===== src/rtl/quadratic_equation_solver_assert.svh =====
// ----------------------------------------------------------------------------
// Quadratic equation solver assertion macros
// Clocked on clk_i, disabled while rst_ni is low.
// ----------------------------------------------------------------------------
`ifndef QUADRATIC_EQUATION_SOLVER_ASSERT_SVH
`define QUADRATIC_EQUATION_SOLVER_ASSERT_SVH

// same-cycle implication
`define QES_ASSERT_IMPL(label, ante, cons) \
  label: assert property (@(posedge clk_i) disable iff (!rst_ni) (ante) |-> (cons)) \
    else $error("quadratic_equation_solver: assertion failed");

// next-cycle implication
`define QES_ASSERT_NEXT(label, ante, cons) \
  label: assert property (@(posedge clk_i) disable iff (!rst_ni) (ante) |=> (cons)) \
    else $error("quadratic_equation_solver: assertion failed");

`endif


===== src/rtl/qes_pkg.sv =====
// ----------------------------------------------------------------------------
// qes_pkg
// Types and constants of the quadratic equation solver.
// ----------------------------------------------------------------------------
package qes_pkg;

  localparam int COEF_W     = 32;
  localparam int DISC_W     = 64;
  localparam int SQRT_STEPS = 32;
  localparam int REM_W      = 35;
  localparam int SH_W       = 64;
  localparam int DEN_W      = 33;
  localparam int NB_W       = 34;

  localparam logic       OP_ADD   = 1'b0;
  localparam logic       OP_SOLVE = 1'b1;
  localparam logic [1:0] POW_C    = 2'd0;
  localparam logic [1:0] POW_B    = 2'd1;
  localparam logic [1:0] POW_A    = 2'd2;
  localparam logic [1:0] POW_NONE = 2'd3;

  localparam logic [1:0] STAT_NONE = 2'd0;
  localparam logic [1:0] STAT_ONE  = 2'd1;
  localparam logic [1:0] STAT_TWO  = 2'd2;
  localparam logic [1:0] STAT_ALL  = 2'd3;

  typedef enum logic [3:0] {
    ST_IDLE,
    ST_MUL_BB,
    ST_MUL_AC,
    ST_DISC,
    ST_CLASS,
    ST_SQRT,
    ST_LOAD,
    ST_DIV,
    ST_DIV_END,
    ST_DONE
  } qes_state_e;

  typedef enum logic [1:0] {
    DIV_LIN,
    DIV_DBL,
    DIV_ROOT1,
    DIV_ROOT2
  } qes_div_e;

endpackage


===== src/rtl/quadratic_equation_solver.sv =====
// ----------------------------------------------------------------------------
// Quadratic equation solver
// Accumulates Q.F coefficients a, b, c and solves a*X^2 + b*X + c = 0.
// ----------------------------------------------------------------------------
// channel  dir  tdata                                   tuser
// s_axis   in   [31:0] coefficient, [33:32] power       opcode
// m_axis   out  [63:0] discriminant, [95:64] root_one,  status
//               [127:96] root_two
//
// An add-term word updates its coefficient when accepted. A solve word runs two
// multiplies, discriminant and classify, a bit-serial square root, then per
// division a load step, compare/subtract steps and a result step, all on one
// shared unit, and returns to idle through ST_DONE before the next word is
// accepted. s_axis_tready is low while a solve runs; a finished word waits in
// the output register. Reset clears a, b, c.
// ----------------------------------------------------------------------------
module quadratic_equation_solver #(
  parameter int FRACTION_BITS = 16
) (
  input  logic         clk_i,
  input  logic         rst_ni,
  input  logic         s_axis_tvalid,
  output logic         s_axis_tready,
  input  logic [39:0]  s_axis_tdata,  // coefficient, power, zero pad
  input  logic         s_axis_tuser,  // opcode
  output logic         m_axis_tvalid,
  input  logic         m_axis_tready,
  output logic [127:0] m_axis_tdata,  // discriminant, root_one, root_two
  output logic [1:0]   m_axis_tuser   // status
);
  import qes_pkg::*;

  localparam int NUM_W = NB_W + FRACTION_BITS;
  localparam int CNT_W = $clog2(NUM_W + 1);

  qes_state_e state_q, state_d;
  qes_div_e   sel_q;

  logic signed [COEF_W-1:0] coef_a_q, coef_b_q, coef_c_q;
  logic signed [DISC_W-1:0] prod_q, bb_q, disc_q;
  logic [REM_W-1:0]  rem_q;
  logic [SH_W-1:0]   sh_q;
  logic [NUM_W-1:0]  quo_q;
  logic [DEN_W-1:0]  den_q;
  logic              neg_q;
  logic [CNT_W-1:0]  cnt_q;
  logic [31:0]       root_q;
  logic [1:0]        status_q;
  logic [31:0]       r1_q, r2_q;

  logic              out_valid_q;
  logic [1:0]        out_status_q;
  logic [63:0]       out_disc_q;
  logic [31:0]       out_r1_q, out_r2_q;

  logic                     in_fire, done_fire;
  logic signed [COEF_W-1:0] in_coef, add_src, add_res;
  logic signed [COEF_W:0]   add_sum;
  logic [1:0]               in_pow;

  logic signed [COEF_W-1:0] mul_x, mul_y;
  logic signed [DISC_W-1:0] mul_p;

  logic signed [DISC_W:0]   m_full;
  logic [DISC_W-1:0]        disc_sat;

  logic                     sq_mode, take;
  logic [REM_W-1:0]         rem_sh, step_op, rem_next;
  logic [REM_W:0]           diff;
  logic [NUM_W-1:0]         quo_next;
  logic [SH_W-1:0]          sh_next;

  logic signed [NB_W-1:0]   a34, b34, c34, s34, nb, ds;
  logic [NB_W-1:0]          nmag, dmag;

  logic                     q_big, q_over;
  logic [31:0]              div_res;

  // ---- handshake
  always_comb begin
    s_axis_tready = (state_q == ST_IDLE);
    in_fire       = s_axis_tvalid && s_axis_tready;
    done_fire     = (state_q == ST_DONE) && (!out_valid_q || m_axis_tready);
  end

  assign in_coef = signed'(s_axis_tdata[31:0]);
  assign in_pow  = s_axis_tdata[33:32];

  // ---- saturating coefficient add
  always_comb begin
    unique case (in_pow)
      POW_A:   add_src = coef_a_q;
      POW_B:   add_src = coef_b_q;
      default: add_src = coef_c_q;
    endcase
    add_sum = {add_src[COEF_W-1], add_src} + {in_coef[COEF_W-1], in_coef};
    if (add_sum[COEF_W] != add_sum[COEF_W-1]) begin
      add_res = add_sum[COEF_W] ? {1'b1, {(COEF_W-1){1'b0}}} : {1'b0, {(COEF_W-1){1'b1}}};
    end else begin
      add_res = add_sum[COEF_W-1:0];
    end
  end

  // ---- shared multiplier
  always_comb begin
    mul_x = (state_q == ST_MUL_BB) ? coef_b_q : coef_a_q;
    mul_y = (state_q == ST_MUL_BB) ? coef_b_q : coef_c_q;
    mul_p = mul_x * mul_y;
  end

  // ---- discriminant: 4*(bb/4 - ac) + bb%4, saturated
  always_comb begin
    m_full = {{3{bb_q[DISC_W-1]}}, bb_q[DISC_W-1:2]} - {prod_q[DISC_W-1], prod_q};
    if (!m_full[DISC_W] && (m_full[DISC_W-1:DISC_W-3] != 3'b000)) begin
      disc_sat = {1'b0, {(DISC_W-1){1'b1}}};
    end else if (m_full[DISC_W] && (m_full[DISC_W-1:DISC_W-3] != 3'b111)) begin
      disc_sat = {1'b1, {(DISC_W-1){1'b0}}};
    end else begin
      disc_sat = {m_full[DISC_W-3:0], bb_q[1:0]};
    end
  end

  // ---- shared compare/subtract step (sqrt: 2 bits, divide: 1 bit)
  always_comb begin
    sq_mode = (state_q == ST_SQRT);
    if (sq_mode) begin
      rem_sh  = {rem_q[REM_W-3:0], sh_q[SH_W-1 -: 2]};
      step_op = {quo_q[REM_W-3:0], 2'b01};
      sh_next = {sh_q[SH_W-3:0], 2'b00};
    end else begin
      rem_sh  = {rem_q[REM_W-2:0], sh_q[SH_W-1]};
      step_op = {{(REM_W-DEN_W){1'b0}}, den_q};
      sh_next = {sh_q[SH_W-2:0], 1'b0};
    end
    diff     = {1'b0, rem_sh} - {1'b0, step_op};
    take     = !diff[REM_W];
    rem_next = take ? diff[REM_W-1:0] : rem_sh;
    quo_next = {quo_q[NUM_W-2:0], take};
  end

  // ---- division operands
  always_comb begin
    a34 = {{(NB_W-COEF_W){coef_a_q[COEF_W-1]}}, coef_a_q};
    b34 = {{(NB_W-COEF_W){coef_b_q[COEF_W-1]}}, coef_b_q};
    c34 = {{(NB_W-COEF_W){coef_c_q[COEF_W-1]}}, coef_c_q};
    s34 = {{(NB_W-32){1'b0}}, root_q};
    unique case (sel_q)
      DIV_LIN: begin
        nb = -c34;
        ds = b34;
      end
      DIV_DBL: begin
        nb = -b34;
        ds = a34 <<< 1;
      end
      DIV_ROOT1: begin
        nb = s34 - b34;
        ds = a34 <<< 1;
      end
      default: begin
        nb = -b34 - s34;
        ds = a34 <<< 1;
      end
    endcase
    nmag = nb[NB_W-1] ? -nb : nb;
    dmag = ds[NB_W-1] ? -ds : ds;
  end

  // ---- quotient sign and saturation
  always_comb begin
    q_big = |quo_q[NUM_W-1:32];
    if (neg_q) begin
      q_over  = q_big || (quo_q[31] && (|quo_q[30:0]));
      div_res = q_over ? 32'h8000_0000 : -quo_q[31:0];
    end else begin
      q_over  = q_big || quo_q[31];
      div_res = q_over ? 32'h7FFF_FFFF : quo_q[31:0];
    end
  end

  // ---- next state
  always_comb begin
    state_d = state_q;
    unique case (state_q)
      ST_IDLE: begin
        if (in_fire && (s_axis_tuser == OP_SOLVE)) state_d = ST_MUL_BB;
      end
      ST_MUL_BB: state_d = ST_MUL_AC;
      ST_MUL_AC: state_d = ST_DISC;
      ST_DISC:   state_d = ST_CLASS;
      ST_CLASS: begin
        priority if (coef_a_q == '0 && coef_b_q == '0) state_d = ST_DONE;
        else if (coef_a_q == '0) state_d = ST_LOAD;
        else if (disc_q == '0) state_d = ST_LOAD;
        else if (!disc_q[DISC_W-1]) state_d = ST_SQRT;
        else state_d = ST_DONE;
      end
      ST_SQRT: begin
        if (cnt_q == CNT_W'(1)) state_d = ST_LOAD;
      end
      ST_LOAD: state_d = ST_DIV;
      ST_DIV: begin
        if (cnt_q == CNT_W'(1)) state_d = ST_DIV_END;
      end
      ST_DIV_END: state_d = (sel_q == DIV_ROOT1) ? ST_LOAD : ST_DONE;
      ST_DONE: begin
        if (done_fire) state_d = ST_IDLE;
      end
      default: state_d = ST_IDLE;
    endcase
  end

  // ---- control registers
  always_ff @(posedge clk_i or negedge rst_ni) begin
    if (!rst_ni) begin
      state_q     <= ST_IDLE;
      out_valid_q <= 1'b0;
      coef_a_q    <= '0;
      coef_b_q    <= '0;
      coef_c_q    <= '0;
    end else begin
      state_q <= state_d;
      if (done_fire) out_valid_q <= 1'b1;
      else if (m_axis_tready) out_valid_q <= 1'b0;
      if (in_fire && (s_axis_tuser == OP_ADD)) begin
        unique case (in_pow)
          POW_A:   coef_a_q <= add_res;
          POW_B:   coef_b_q <= add_res;
          POW_C:   coef_c_q <= add_res;
          default: ;
        endcase
      end
    end
  end

  // ---- datapath registers
  always_ff @(posedge clk_i) begin
    unique case (state_q)
      ST_MUL_BB: prod_q <= mul_p;
      ST_MUL_AC: begin
        bb_q   <= prod_q;
        prod_q <= mul_p;
      end
      ST_DISC: begin
        disc_q <= disc_sat;
        r1_q   <= '0;
        r2_q   <= '0;
      end
      ST_CLASS: begin
        priority if (coef_a_q == '0 && coef_b_q == '0) begin
          status_q <= (coef_c_q == '0) ? STAT_ALL : STAT_NONE;
        end else if (coef_a_q == '0) begin
          status_q <= STAT_ONE;
          sel_q    <= DIV_LIN;
        end else if (disc_q == '0) begin
          status_q <= STAT_ONE;
          sel_q    <= DIV_DBL;
        end else if (!disc_q[DISC_W-1]) begin
          status_q <= STAT_TWO;
          sel_q    <= DIV_ROOT1;
          sh_q     <= disc_q;
          rem_q    <= '0;
          quo_q    <= '0;
          cnt_q    <= CNT_W'(SQRT_STEPS);
        end else begin
          status_q <= STAT_NONE;
        end
      end
      ST_SQRT, ST_DIV: begin
        rem_q <= rem_next;
        quo_q <= quo_next;
        sh_q  <= sh_next;
        cnt_q <= cnt_q - CNT_W'(1);
        if (sq_mode && cnt_q == CNT_W'(1)) root_q <= quo_next[31:0];
      end
      ST_LOAD: begin
        sh_q  <= {nmag, {(SH_W-NB_W){1'b0}}};
        den_q <= dmag[DEN_W-1:0];
        neg_q <= nb[NB_W-1] ^ ds[NB_W-1];
        rem_q <= '0;
        quo_q <= '0;
        cnt_q <= CNT_W'(NUM_W);
      end
      ST_DIV_END: begin
        if (sel_q == DIV_ROOT1) begin
          r1_q  <= div_res;
          sel_q <= DIV_ROOT2;
        end else if (sel_q == DIV_ROOT2) begin
          r2_q <= div_res;
        end else begin
          r1_q <= div_res;
        end
      end
      default: ;
    endcase
    if (done_fire) begin
      out_status_q <= status_q;
      out_disc_q   <= disc_q;
      out_r1_q     <= r1_q;
      out_r2_q     <= r2_q;
    end
  end

  assign m_axis_tvalid = out_valid_q;
  assign m_axis_tuser  = out_status_q;
  assign m_axis_tdata  = {out_r2_q, out_r1_q, out_disc_q};

  `include "quadratic_equation_solver_assert.svh"

  `QES_ASSERT_NEXT(a_solve_busy, in_fire && (s_axis_tuser == OP_SOLVE), !s_axis_tready)
  `QES_ASSERT_NEXT(a_add_no_word, in_fire && (s_axis_tuser == OP_ADD) && !m_axis_tvalid, !m_axis_tvalid)
  `QES_ASSERT_IMPL(a_two_pos_disc, m_axis_tvalid && (m_axis_tuser == STAT_TWO), !m_axis_tdata[63] && (m_axis_tdata[63:0] != '0))
  `QES_ASSERT_IMPL(a_all_zero_roots, m_axis_tvalid && (m_axis_tuser == STAT_ALL), m_axis_tdata[127:64] == '0)

endmodule

===== config.mk =====
export PLATFORM = sky130hd
export DESIGN_NAME = quadratic_equation_solver
export DESIGN_NICKNAME = d
export VERILOG_FILES = /design/src/rtl/qes_pkg.sv /design/src/rtl/quadratic_equation_solver.sv
export VERILOG_INCLUDE_DIRS = /design/src /design/src/rtl
export SDC_FILE = /design/constraint.sdc
export NUM_CORES = 2
export LEC_CHECK = 0
export ABC_AREA = 0
export BUFFER_PORTS_ARGS = -buffer_cell sky130_fd_sc_hd__buf_2
export CAP_MARGIN = 20
export CORE_MARGIN = 2
export CORE_UTILIZATION = 65
export CTS_BUF_LIST = sky130_fd_sc_hd__clkbuf_4
export CTS_CLUSTER_DIAMETER = 150
export CTS_CLUSTER_SIZE = 28
export DETAILED_ROUTE_END_ITERATION = 16
export PLACE_DENSITY = 0.82
export SKIP_LAST_GASP = 1
export SLEW_MARGIN = 30
export SYNTH_ARGS = -nofsm -noshare
export SYNTH_HDL_FRONTEND = slang
export SYNTH_SLANG_ARGS = --single-unit

===== constraint.sdc =====
create_clock -name clk_i -period 21.5 [get_ports clk_i]
set_input_delay 4.3 -clock clk_i [delete_from_list [all_inputs] [get_ports clk_i]]
set_output_delay 4.3 -clock clk_i [all_outputs]
set_load 0.005 [all_outputs]

==> flow_summary_export.csv <==
group,metric,value,unit
critical_path,timing.setup.critical_path_class,"reg2reg",
hold_path,hold_class,"reg2reg",
synth,ys_top_cells_by_area,"sky130_fd_sc_hd__fa_1 (27%), sky130_fd_sc_hd__edfxtp_1 (23%), sky130_fd_sc_hd__ha_1 (6.1%), sky130_fd_sc_hd__inv_1 (5.5%), sky130_fd_sc_hd__nand2_1 (4.8%)",
sta,rsz0062_at_grt,"no",
clock_tree,clock_tree.root_cell,"sky130_fd_sc_hd__clkbuf_4",
critical_path,worst-endpoint-arrival,12.54,ns
hold_path,hold_path.startpoint,"r2_q[29]",
sta,setup_ws,9.82,ns
synth,synth_most_common_cell,"sky130_fd_sc_hd__inv_1",
clock_tree,clk_path_buf_depth,3,
die,effective_utilization_at_floorplan,65.5,%
detailed_routing,via_per_inst,6.62,
clock_tree,clock_sink_count,711,
synth,synthCells,8481,
sta,max_freq,0.0856,GHz
sta,worst-slew-pin-transition,1.14,ns
clock_tree,postCtsHoldBufs,0,
cells_and_area,final_layout_size_suffix_gt1_share,6.65,%
synth,mean_syn_cell_area,9.41,um2
detailed_routing,drt_iter0_drc,8318,
synth,synth_seq_cells,711,
critical_path,critPathMaxFanout,89,
clock_tree,clkSlewWorstSetupHoldPaths,0.26,ns
critical_path,ff2ff_path_depth,30,
die,fp.dieH,354,um
hold_path,timing.hold.worst_path_depth,0,
cells_and_area,post_layout_nonfiller_instances,10000,
detailed_routing,vias,66200,
critical_path,critical-path-slowest-cell,"sky130_fd_sc_hd__fa_1",
critical_path,crit_path_frequent_cell,"sky130_fd_sc_hd__fa_1",
clock_tree,tritoncts_clock_tree,"yes",
global_route,gr-usage-all-layers,44.2,%
clock_tree,clock_latency,1.12,ns
sta,final.setup_skew,0.112,ns
die,floorplan.io_pins,177,
hold_path,hold_end,"out_r2_q[29]",
synth,synth_edf_count,610,
synth,post_synth_design_cell_area,79800,um2
critical_path,timing.rr.end,"prod_q[62]",
synth,synth_cell_type_count,95,
critical_path,critPathRequiredTime,22.36,ns
detailed_routing,wl,275000,um
synth,async_flop_share,14.2,%
sta,final_worst_path_period_share,54.3,%
detailed_routing,ant_nets,0,
critical_path,rr_startpoint,"state_q[1]",
clock_tree,tritoncts.num_buffers,29,
critical_path,r2r_slack,9.82,ns
cells_and_area,nNetsFinal,9875,
sta,slew_violations,0,
critical_path,setup.worst_path.start,"state_q[1]",
critical_path,crit_path_start_kind,"register",
clock_tree,post_cts_resize_count,0,
synth,postSynth.topFlopCell,"sky130_fd_sc_hd__edfxtp_1",
critical_path,critical_path.max_stage_delay,0.95,ns
synth,synth_top_area_cell,"sky130_fd_sc_hd__fa_1",
sta,setup_viol,0,
synth,post-synth-top-area-fraction,27.3,%
placement,placed_cells,9945,
clock_tree,htreeDepth,1,
critical_path,cp-end-kind,"register",
placement,finalWeightedCongestion,1.07,
clock_tree,postCtsSetupBuffers,0,
placement,port-buffer-count,170,
sta,report.final.hold_viol_count,0,
sta,tns,0,ns
die,die_area,126000,um2
cells_and_area,area.growth.synth_to_final,3.69,%
global_route,first_pass_grt_wire_length,412000,um
sta,min_period,11.68,ns
global_route,grt_max_degree,90,
die,die_width,354,um
sta,slew_headroom,24.2,%
placement,dp_hpwl,209000,um
die,fp-row-count,128,
detailed_routing,drtPass1Iterations,10,
die,core-area,122000,um2
global_route,antenna_violations_before_repair,16,
global_route,number_of_global_route_vias_before_repair,67000,
detailed_routing,wl_per_cell,27.5,um
synth,synth_seq_area_share,26.1,%
status,status,"completed",
run,maxCapViolCount,0,
placement,pre_cts_ws,10.04,ns
synth,ys_warn_count,0,
global_route,overflow,0,
synth,mappedNetlistNets,10000,
detailed_routing,drt_drc_violations_left,0,
synth,synth_common_cells,"sky130_fd_sc_hd__inv_1 (1,166), sky130_fd_sc_hd__fa_1 (1,087), sky130_fd_sc_hd__nand2_1 (1,017)",
[per-layer routing]
layer  GRT usage (%)  vias to the layer above  wire [um]
met2            66.7                     4523     119000
met5           0.642                        -        193
met3            13.0                     1464      34600
li1                -                    27900          -
met4            34.7                       17      28200
met1            53.5                    32300      93400
[cells by family (layout without fill, tap and decap cells)]
group           after synthesis  in the layout  synth area share [%]
fa+ha+maj                  1477           1477                  33.4
compound gates             1503           1503                  12.0
mux                         193            193                  2.55
xor+xnor                    312            312                  3.43
other cells                   0             10                     0
buf+inv                    1639           1532                  7.76
simple gates               2646           2646                  14.7
flops                       711            711                  26.1
[state kept, by name (all words and copies together), names as in the netlist, 32 cells and up]
register	count
bb_q	64
disc_q	64
out_disc_q	64
prod_q	64
sh_q	64
quo_q	50
rem_q	34
den_q	33
coef_a_q	32
coef_b_q	32
coef_c_q	32
out_r1_q	32
out_r2_q	32
r1_q	32
r2_q	32
root_q	32
[worst max-delay path: cells and delay by family, from the launching register on]
kind / cells / cell delay (ns)
adder cells (fa/ha/maj): 9 / 4.88
AO/OA/AOI/OAI: 11 / 2.96
buffers and inverters: 5 / 1.85
flip-flops: 1 / 0.87
AND/OR/NAND/NOR: 5 / 0.81
[worst max path at each step]
stage            endpoint  cells after the start  slack, ns
6_report       prod_q[62]                     30       9.82
4_1_cts        prod_q[63]                     29      10.01
5_1_grt        prod_q[63]                     29       9.47
2_1_floorplan    cnt_q[0]                      6      12.21
3_5_place_dp   prod_q[63]                     29      10.04
3_3_place_gp   prod_q[62]                     30      10.17
[stage by stage]
stage | hold slack (ns) | cell area [um2] | util [%]
floorplan | 0.400 | 79800 | -
global placement | 0.402 | 82100 | 67.5
detailed placement | 0.405 | 82200 | 67.5
CTS | 0.443 | 82600 | 67.9
global route | 0.443 | 82700 | 67.9
finish | 0.444 | 82700 | 68.0
[cells in the final DEF, fill, tap and decap left out, drive strengths merged, types with 54 or more instances in the layout]
master     n
edfxtp   610
and3     104
dfrtp    101
buf      310
ha       390
nor4      72
a21o     138
nand4     67
nor2     900
mux2i    136
xor2     112
a31oi     61
xnor2    200
nand2   1017
inv     1167
fa      1087
nor3     116
mux2      54
o21ai    355
nand3     88
a21oi    442
[cell type report]
class                   count  area (um2)
diodes                     10        25.0
clock buffers              50         375
clock inverters             2        27.5
fillers                  9537       39000
inverters                1169        4390
multi-input cells        6131       53100
flip-flops and latches    711       20800
well taps                1625        2030
repair buffers            311        1940
Power is not shown: default switching activity piles up to over one toggle a cycle in this logic, so the estimate is an artifact.
